===== src/rtl/core/multichannel_biquad_with_tare_assert.svh =====
// ----------------------------------------------------------------------------
// Assertion macros for the multichannel biquad with tare
// Concurrent assertion wrappers; they compile to nothing when SYNTH is set.
// ----------------------------------------------------------------------------
`ifndef MULTICHANNEL_BIQUAD_WITH_TARE_ASSERT_SVH
`define MULTICHANNEL_BIQUAD_WITH_TARE_ASSERT_SVH

`ifndef SYNTH
// Checked only while the reset is released.
`define MBQT_ASSERT(lbl, clk, rstn, prop, msg) \
  lbl: assert property (@(posedge clk) disable iff (!rstn) prop) else $error(msg);
// Checked at every edge, reset included.
`define MBQT_ASSERT_ALWAYS(lbl, clk, prop, msg) \
  lbl: assert property (@(posedge clk) prop) else $error(msg);
`else
`define MBQT_ASSERT(lbl, clk, rstn, prop, msg)
`define MBQT_ASSERT_ALWAYS(lbl, clk, prop, msg)
`endif

`endif


===== src/rtl/core/mbqt_pkg.sv =====
// ----------------------------------------------------------------------------
// mbqt_pkg
// Widths, codes and fixed-point helpers of the multichannel biquad with tare.
// ----------------------------------------------------------------------------
package mbqt_pkg;

  localparam int unsigned CHANNELS_DEF = 8;
  localparam int unsigned MAX_REPORT   = 8;

  localparam int unsigned ACT_W     = 2;
  localparam int unsigned CH_W      = 3;
  localparam int unsigned SAMPLE_W  = 16;
  localparam int unsigned COEF_W    = 18;
  localparam int unsigned SCALE_W   = 16;
  localparam int unsigned FRAC_W    = 16;
  localparam int unsigned PROD_W    = COEF_W + SAMPLE_W;
  localparam int unsigned TERM_W    = PROD_W - FRAC_W;
  localparam int unsigned ACC_W     = TERM_W + 3;
  localparam int unsigned CFG_IDX_W = 3;
  localparam int unsigned CFG_DATA_W = COEF_W;

  localparam int unsigned IN_TDATA_W  = ((CH_W + SAMPLE_W + 7) / 8) * 8;
  localparam int unsigned OUT_TDATA_W = ((CH_W + SAMPLE_W + 7) / 8) * 8;

  localparam logic signed [COEF_W-1:0] COEF_N0_RST = 18'sd65536;
  localparam logic [SCALE_W-1:0]       SCALE_RST   = 16'd7706;

  typedef enum logic [ACT_W-1:0] {
    ACT_SAMPLE = 2'd0,
    ACT_TARE   = 2'd1,
    ACT_REPORT = 2'd2
  } action_e;

  typedef enum logic [CFG_IDX_W-1:0] {
    REG_COEF_N0   = 3'd0,
    REG_COEF_N1   = 3'd1,
    REG_COEF_N2   = 3'd2,
    REG_COEF_D1   = 3'd3,
    REG_COEF_D2   = 3'd4,
    REG_OUT_SCALE = 3'd5
  } reg_idx_e;

  // Drop the fraction of a Q.16 product, rounding toward zero.
  function automatic logic signed [TERM_W-1:0] trunc_q16(input logic signed [PROD_W-1:0] p);
    logic signed [PROD_W-1:0] adj;
    adj = p + $signed({{(PROD_W-FRAC_W){1'b0}}, {FRAC_W{p[PROD_W-1]}}});
    return adj[PROD_W-1:FRAC_W];
  endfunction

  // Clamp to signed 16 bits.
  function automatic logic signed [SAMPLE_W-1:0] sat16(input logic signed [ACC_W-1:0] v);
    logic [ACC_W-SAMPLE_W:0] top;
    top = v[ACC_W-1:SAMPLE_W-1];
    if (top == '0 || top == '1) begin
      return v[SAMPLE_W-1:0];
    end else if (v[ACC_W-1]) begin
      return {1'b1, {(SAMPLE_W-1){1'b0}}};
    end else begin
      return {1'b0, {(SAMPLE_W-1){1'b1}}};
    end
  endfunction

endpackage


===== src/rtl/core/multichannel_biquad_with_tare.sv =====
// ----------------------------------------------------------------------------
// multichannel_biquad_with_tare
// Per-channel direct-form-I biquad with tare offsets and a scaled report.
// ----------------------------------------------------------------------------
// All arithmetic runs through one 18x16 signed multiplier with a registered
// product, stepped by a small sequencer; the input is not ready while an item
// is in work. A sample (tuser 0) runs five products, each a multiply step
// (S_MUL) then an accumulate step (S_ACC). A tare (tuser 1) and a report
// (tuser 2) run one such pair per channel for N = min(CHANNELS, 8) channels;
// a report also holds in S_ACC while the output stalls. Results sit in an
// output register, so the next item is taken while the last result waits.
// tuser 3 and samples for channels at or above CHANNELS are taken and dropped.
// History and offsets clear at reset. Configuration writes are always ready
// and must only be issued while the block is idle.

`include "multichannel_biquad_with_tare_assert.svh"

module multichannel_biquad_with_tare #(
  parameter int unsigned CHANNELS = mbqt_pkg::CHANNELS_DEF
) (
  input  logic                                clk_i,
  input  logic                                rst_ni,
  // configuration write channel
  input  logic                                cfg_valid_i,
  output logic                                cfg_ready_o,
  input  logic [mbqt_pkg::CFG_IDX_W-1:0]      cfg_index_i,
  input  logic [mbqt_pkg::CFG_DATA_W-1:0]     cfg_data_i,
  // input stream
  input  logic                                s_axis_tvalid,
  output logic                                s_axis_tready,
  input  logic [mbqt_pkg::IN_TDATA_W-1:0]     s_axis_tdata,  // channel[2:0], sample[18:3]
  input  logic [mbqt_pkg::ACT_W-1:0]          s_axis_tuser,  // action[1:0]
  // result stream
  output logic                                m_axis_tvalid,
  input  logic                                m_axis_tready,
  output logic [mbqt_pkg::OUT_TDATA_W-1:0]    m_axis_tdata,  // out_channel[2:0], value[18:3]
  output logic                                m_axis_tlast
);

  import mbqt_pkg::*;

  // Only channels reachable by the 3-bit channel field hold state.
  localparam int unsigned NUM_CH = (CHANNELS < MAX_REPORT) ? CHANNELS : MAX_REPORT;
  localparam int unsigned IDX_W  = (NUM_CH > 1) ? $clog2(NUM_CH) : 1;
  localparam int unsigned CHK_W  = CH_W + 1;

  localparam logic [2:0] TERM_X0 = 3'd0;
  localparam logic [2:0] TERM_X1 = 3'd1;
  localparam logic [2:0] TERM_X2 = 3'd2;
  localparam logic [2:0] TERM_Y1 = 3'd3;
  localparam logic [2:0] TERM_Y2 = 3'd4;

  typedef enum logic [2:0] {
    S_IDLE = 3'b001,
    S_MUL  = 3'b010,
    S_ACC  = 3'b100
  } state_e;

  state_e                    state_q, state_d;
  action_e                   op_q, op_d;
  logic [2:0]                step_q, step_d;
  logic [IDX_W-1:0]          idx_q, idx_d;
  logic signed [ACC_W-1:0]   acc_q, acc_d;
  logic signed [SAMPLE_W-1:0] sample_q, sample_d;

  logic signed [COEF_W-1:0]  n0_q, n1_q, n2_q, d1_q, d2_q;
  logic [SCALE_W-1:0]        scale_q;

  logic signed [SAMPLE_W-1:0] x1_q [NUM_CH];
  logic signed [SAMPLE_W-1:0] x2_q [NUM_CH];
  logic signed [SAMPLE_W-1:0] y1_q [NUM_CH];
  logic signed [SAMPLE_W-1:0] y2_q [NUM_CH];
  logic signed [SAMPLE_W-1:0] off_q [NUM_CH];

  logic signed [COEF_W-1:0]   mul_a;
  logic signed [SAMPLE_W-1:0] mul_b;
  logic signed [PROD_W-1:0]   prod, prod_q;
  logic signed [TERM_W-1:0]   term;
  logic signed [ACC_W-1:0]    term_x, acc_sum;

  logic                       hist_we, off_we, out_load, last_idx;
  logic signed [SAMPLE_W-1:0] y_new, off_new, out_val_new;

  logic                       m_valid_q;
  logic [CH_W-1:0]            out_ch_q;
  logic signed [SAMPLE_W-1:0] out_val_q;
  logic                       out_last_q;

  logic [CH_W-1:0]            s_channel;
  logic signed [SAMPLE_W-1:0] s_sample;

  assign s_channel     = s_axis_tdata[CH_W-1:0];
  assign s_sample      = s_axis_tdata[CH_W +: SAMPLE_W];
  assign s_axis_tready = (state_q == S_IDLE);
  assign cfg_ready_o   = 1'b1;

  // configuration registers
  always_ff @(posedge clk_i or negedge rst_ni) begin
    if (!rst_ni) begin
      n0_q    <= COEF_N0_RST;
      n1_q    <= '0;
      n2_q    <= '0;
      d1_q    <= '0;
      d2_q    <= '0;
      scale_q <= SCALE_RST;
    end else if (cfg_valid_i) begin
      unique case (reg_idx_e'(cfg_index_i))
        REG_COEF_N0:   n0_q    <= cfg_data_i;
        REG_COEF_N1:   n1_q    <= cfg_data_i;
        REG_COEF_N2:   n2_q    <= cfg_data_i;
        REG_COEF_D1:   d1_q    <= cfg_data_i;
        REG_COEF_D2:   d2_q    <= cfg_data_i;
        REG_OUT_SCALE: scale_q <= cfg_data_i[SCALE_W-1:0];
        default: ;
      endcase
    end
  end

  // shared multiplier operand select
  always_comb begin
    mul_a = '0;
    mul_b = '0;
    if (op_q == ACT_SAMPLE) begin
      case (step_q)
        TERM_X0: begin mul_a = n0_q; mul_b = sample_q;   end
        TERM_X1: begin mul_a = n1_q; mul_b = x1_q[idx_q]; end
        TERM_X2: begin mul_a = n2_q; mul_b = x2_q[idx_q]; end
        TERM_Y1: begin mul_a = d1_q; mul_b = y1_q[idx_q]; end
        TERM_Y2: begin mul_a = d2_q; mul_b = y2_q[idx_q]; end
        default: ;
      endcase
    end else begin
      mul_a = $signed({{(COEF_W-SCALE_W){1'b0}}, scale_q});
      mul_b = y1_q[idx_q];
    end
  end

  assign prod = mul_a * mul_b;

  always_ff @(posedge clk_i) begin
    if (state_q == S_MUL) begin
      prod_q <= prod;
    end
  end

  assign term     = trunc_q16(prod_q);
  assign term_x   = ACC_W'(term);
  assign last_idx = (idx_q == IDX_W'(NUM_CH - 1));

  // sequencer
  always_comb begin
    state_d     = state_q;
    op_d        = op_q;
    step_d      = step_q;
    idx_d       = idx_q;
    acc_d       = acc_q;
    sample_d    = sample_q;
    hist_we     = 1'b0;
    off_we      = 1'b0;
    out_load    = 1'b0;
    y_new       = '0;
    off_new     = '0;
    out_val_new = '0;
    acc_sum     = '0;
    unique case (state_q)
      S_IDLE: begin
        if (s_axis_tvalid) begin
          case (s_axis_tuser)
            ACT_SAMPLE: begin
              if ({1'b0, s_channel} < CHK_W'(NUM_CH)) begin
                op_d     = ACT_SAMPLE;
                idx_d    = IDX_W'(s_channel);
                sample_d = s_sample;
                step_d   = TERM_X0;
                acc_d    = '0;
                state_d  = S_MUL;
              end
            end
            ACT_TARE, ACT_REPORT: begin
              op_d    = action_e'(s_axis_tuser);
              idx_d   = '0;
              step_d  = TERM_X0;
              state_d = S_MUL;
            end
            default: ;
          endcase
        end
      end
      S_MUL: state_d = S_ACC;
      S_ACC: begin
        case (op_q)
          ACT_SAMPLE: begin
            acc_sum = (step_q >= TERM_Y1) ? acc_q - term_x : acc_q + term_x;
            if (step_q == TERM_Y2) begin
              hist_we = 1'b1;
              y_new   = sat16(acc_sum);
              state_d = S_IDLE;
            end else begin
              acc_d   = acc_sum;
              step_d  = step_q + 3'd1;
              state_d = S_MUL;
            end
          end
          ACT_TARE: begin
            off_we  = 1'b1;
            off_new = sat16(term_x);
            if (last_idx) begin
              state_d = S_IDLE;
            end else begin
              idx_d   = idx_q + 1'b1;
              state_d = S_MUL;
            end
          end
          ACT_REPORT: begin
            // hold the product until the result register frees up
            if (!m_valid_q || m_axis_tready) begin
              out_load    = 1'b1;
              out_val_new = sat16(term_x - ACC_W'(off_q[idx_q]));
              if (last_idx) begin
                state_d = S_IDLE;
              end else begin
                idx_d   = idx_q + 1'b1;
                state_d = S_MUL;
              end
            end
          end
          default: state_d = S_IDLE;
        endcase
      end
      default: state_d = S_IDLE;
    endcase
  end

  always_ff @(posedge clk_i or negedge rst_ni) begin
    if (!rst_ni) begin
      state_q <= S_IDLE;
      op_q    <= ACT_SAMPLE;
      step_q  <= '0;
      idx_q   <= '0;
      acc_q   <= '0;
    end else begin
      state_q <= state_d;
      op_q    <= op_d;
      step_q  <= step_d;
      idx_q   <= idx_d;
      acc_q   <= acc_d;
    end
  end

  always_ff @(posedge clk_i) begin
    sample_q <= sample_d;
  end

  // per-channel history and offsets
  always_ff @(posedge clk_i or negedge rst_ni) begin
    if (!rst_ni) begin
      for (int i = 0; i < NUM_CH; i++) begin
        x1_q[i]  <= '0;
        x2_q[i]  <= '0;
        y1_q[i]  <= '0;
        y2_q[i]  <= '0;
        off_q[i] <= '0;
      end
    end else begin
      if (hist_we) begin
        x2_q[idx_q] <= x1_q[idx_q];
        x1_q[idx_q] <= sample_q;
        y2_q[idx_q] <= y1_q[idx_q];
        y1_q[idx_q] <= y_new;
      end
      if (off_we) begin
        off_q[idx_q] <= off_new;
      end
    end
  end

  // result register
  always_ff @(posedge clk_i or negedge rst_ni) begin
    if (!rst_ni) begin
      m_valid_q <= 1'b0;
    end else if (out_load) begin
      m_valid_q <= 1'b1;
    end else if (m_axis_tready) begin
      m_valid_q <= 1'b0;
    end
  end

  always_ff @(posedge clk_i) begin
    if (out_load) begin
      out_ch_q   <= CH_W'(idx_q);
      out_val_q  <= out_val_new;
      out_last_q <= last_idx;
    end
  end

  assign m_axis_tvalid = m_valid_q;
  assign m_axis_tdata  = {{(OUT_TDATA_W-CH_W-SAMPLE_W){1'b0}}, out_val_q, out_ch_q};
  assign m_axis_tlast  = out_last_q;

  `MBQT_ASSERT(a_last_on_final_channel, clk_i, rst_ni, m_axis_tvalid && m_axis_tlast |-> m_axis_tdata[CH_W-1:0] == CH_W'(NUM_CH - 1), "tlast on a channel other than the final one")
  `MBQT_ASSERT(a_step_in_range, clk_i, rst_ni, state_q != S_IDLE |-> step_q <= TERM_Y2, "term counter past the last product")
  `MBQT_ASSERT(a_busy_after_sample, clk_i, rst_ni, s_axis_tvalid && s_axis_tready && s_axis_tuser == ACT_SAMPLE && {1'b0, s_axis_tdata[CH_W-1:0]} < CHK_W'(NUM_CH) |=> !s_axis_tready, "ready right after taking a sample")
  `MBQT_ASSERT(a_result_from_acc, clk_i, rst_ni, $rose(m_axis_tvalid) |-> $past(state_q == S_ACC && op_q == ACT_REPORT), "result appeared outside a report step")
  `MBQT_ASSERT_ALWAYS(a_reset_quiet, clk_i, !rst_ni |=> !m_axis_tvalid && s_axis_tready, "not quiet in reset")

endmodule

===== config.mk =====
export PLATFORM = sky130hd
export DESIGN_NAME = multichannel_biquad_with_tare
export DESIGN_NICKNAME = d
export VERILOG_FILES = /design/src/rtl/core/mbqt_pkg.sv /design/src/rtl/core/multichannel_biquad_with_tare.sv
export VERILOG_INCLUDE_DIRS = /design/src /design/src/rtl/core
export SDC_FILE = /design/constraint.sdc
export NUM_CORES = 2
export LEC_CHECK = 0
export BUFFER_PORTS_ARGS = -buffer_cell sky130_fd_sc_hd__buf_2
export CAP_MARGIN = 10
export CORE_UTILIZATION = 35
export DETAILED_ROUTE_END_ITERATION = 16
export PLACE_DENSITY_LB_ADDON = 0.25
export RECOVER_POWER = 25
export REMOVE_ABC_BUFFERS = 1
export SYNTH_ARGS = -nofsm -noshare
export SYNTH_HDL_FRONTEND = slang
export SYNTH_SLANG_ARGS = --single-unit

===== constraint.sdc =====
create_clock -name clk_i -period 8.54 [get_ports clk_i]
set_input_delay 1.708 -clock clk_i [delete_from_list [all_inputs] [get_ports clk_i]]
set_output_delay 1.708 -clock clk_i [all_outputs]
set_load 0.005 [all_outputs]

==> out/qor.txt <==
Core Region = 140000 um^2
Via density = 5.24
Hold Vio Cnt, Final = 0
Hold Path Class = flip-flop to flip-flop
I/O Pins = 80
Share of cells above drive strength 1 = 0.185
DIE AREA = 143000 um^2
Post-synthesis sequential area ratio = 0.436
Worst skew pair latency = 730 ps
# nets final = 5866
Synthesized instance count = 5101
Status = finished, final reports clean
Hold Path Stages = 2
Avg Cell Area, Syn = 9.71 um^2
Crit-path most repeated cell = buf_4
Fillers = 13700
Setup ws final = 117 ps
FF+latch area = 21600 um^2
Period utilization = 0.986
Post-synth cell types = 81
Root buf cell = clkbuf_16
TritonRoute pass-1 iters = 6
Most frequent cells in the layout = nand2_1, dfrtp_1, o21ai_0, inv_1, buf_4
Max-slew violations = 0
EDFF count, synth = 70
Yosys warnings = 0
Gr usage total = 0.213
Initial Utilization = 0.354
Drt total wl = 151000 um
Num rows = 137
Detailed Place HPWL = 105000 um
WS Path Type = flip-flop to flip-flop
# setup viols final = 0
CP max stage cell = fa_2
Die width = 378 um
CTS Hold Bufs = 0
Main combinational cell family by area after synthesis = compound AO/OA/AOI/OAI gates
Clock transition at path regs = 60 ps
Iter 0 DRT Violations = 2663
Initial antenna violation count = 4
Vias in the first global route = 38800
Adder-cell share of the synthesized area = 0.157
CP Max Fanout = 15
Clock buffer count from CTS = 94
CP arrival = 8840 ps
Mapped Area = 49500 um^2
Wire length per cell = 20.7 um
Commonest non-fill, non-tap cell in the layout = nand2_1
Synth Register Bits = 849
Fin Clk Skew = 82.5 ps
Max Buffers Root-to-Sink = 3
RSZ-0062 raised after global routing = true
Gr ovfl total = 0
Max-Slew Margin vs Limit = 0.221
Endpoint type of the worst setup path = flip-flop
Placer Congestion = 0.864
Largest net degree at the start of global routing = 151
Peak Freq = 0.119 GHz
Actual slew at the worst max-slew pin = 1170 ps
CTS Sinks = 849
Async set or reset register ratio after synthesis = 0.918
Synth Area in Simple Gates = 0.133
Worst endpoint required time = 8960 ps
Setup slack at placement = -354 ps
Global-route wire length before repair = 235000 um
Max-Cap Viols = 0
DRC viols = 0
Critical path launch point type = flip-flop
Register-to-Register Path Depth = 35
Area Growth Syn to Fin = 19.1%
Post-route antenna net violation count = 0
Top_reg_cell synth = dfrtp_1
CP max stage delay = 610 ps
Number of H-tree levels = 3
CTS tree = built
Multiplexer area fraction after synthesis = 0.0293
Die Height = 378 um
Vias = 38400
Post-synthesis compound-gate area fraction = 0.171
Multi-input gate area = 25800 um^2
PortBufs = 68
Final worst path period need = 8420 ps
Synth Area in XOR/XNOR = 0.0166
-- path summary, 6_finish.rpt --
check | from | end | slack [ps]
worst min-delay path | x1_q[97] | x1_q[97] | 470
worst max register to register | idx_q[0] | prod_q[28] | 120
worst min register to register | x1_q[97] | x1_q[97] | 470
max in group asynchronous | rst_ni | off_q[113] | 6000
min in group asynchronous | rst_ni | n1_q[16] | 1040
worst max-delay path | idx_q[0] | prod_q[28] | 120
-- sequential cells by signal, summed over array words and instances (netlist names), 21 cells and up --
signal and count:
prod_q 34, acc_q 21, y1_q 128, y2_q 128
x2_q 128, x1_q 128, off_q 128
-- Yosys cell counts (all sizes together) (41+ instances only) --
cell type	count	share of area
xnor2	67	0.012
nor2	298	0.023
inv	373	0.028
dfrtp	770	0.39
nand2b	41	0.0052
a21oi	112	0.014
a22o	58	0.010
clkbuf	262	0.020
fa	293	0.12
o21ai	571	0.060
a22oi	278	0.042
mux2	127	0.029
buf	84	0.0081
edfxtp	70	0.042
nand2	1027	0.078
ha	154	0.039
o21a	44	0.0067
-- metrics by stage --
step | hold slack, ps | utilization | instance area, um^2 | setup TNS [ps] | std cells
2_1_floorplan | 444 | - | 48100 | -84160 | 4759
6_report | 474 | 0.421 | 58900 | 0 | 7323
5_1_grt | 494 | 0.421 | 58900 | -401 | 7321
3_5_place_dp | 463 | 0.389 | 54500 | -1220 | 7099
4_1_cts | 478 | 0.415 | 58000 | 0 | 7284
3_3_place_gp | 456 | 0.389 | 54500 | -1020 | 7099
-- logic make-up after synthesis --
logic type                 count (synthesis)
buffers and inverters                    719
DFF                                      849
adders and majority gates                447
other                                      2
and+or+nand+nor                         1578
AOI/OAI and AO/OA                       1283
muxes                                    129
xor gates and xnor gates                  94
-- per-layer routing --
layer  vias up  wire, um  track usage  part of all wire
li1      17800         -            -                 -
met1     19300     68200        0.292              0.45
met2       998     71100        0.350              0.47
met3       219      8580       0.0340             0.057
met4         6      3550       0.0557             0.023
met5         -        41            0           0.00027
-- critical path, delay by kind of cell, from the launching register on --
family	cells	cell delay, ps
DFF	1	430
adders and majority gates	7	3290
xor gates and xnor gates	1	150
and+or+nand+nor	7	1380
AOI/OAI and AO/OA	6	1160
buffers and inverters	14	1670
-- final cells by class --
class	instances	area share
timing repair buffer	512	0.0765
inverter	373	0.0238
sequential	849	0.367
multi-input combinational	3537	0.437
tap	1876	0.0398
clock inverter	37	0.00885
clock buffer	137	0.0471
antenna	2	0.0000849
-- timing repair --
item	4_1_cts	5_1_grt
gates cloned	0	3
endpoints found under the setup margin	6	7
gates resized for setup	49	133
buffers inserted	11	34
pin swaps	19	72
Power is left out: the tool's default activity adds up to more than one toggle a clock period on the data nets, which glitch-free logic cannot reach.
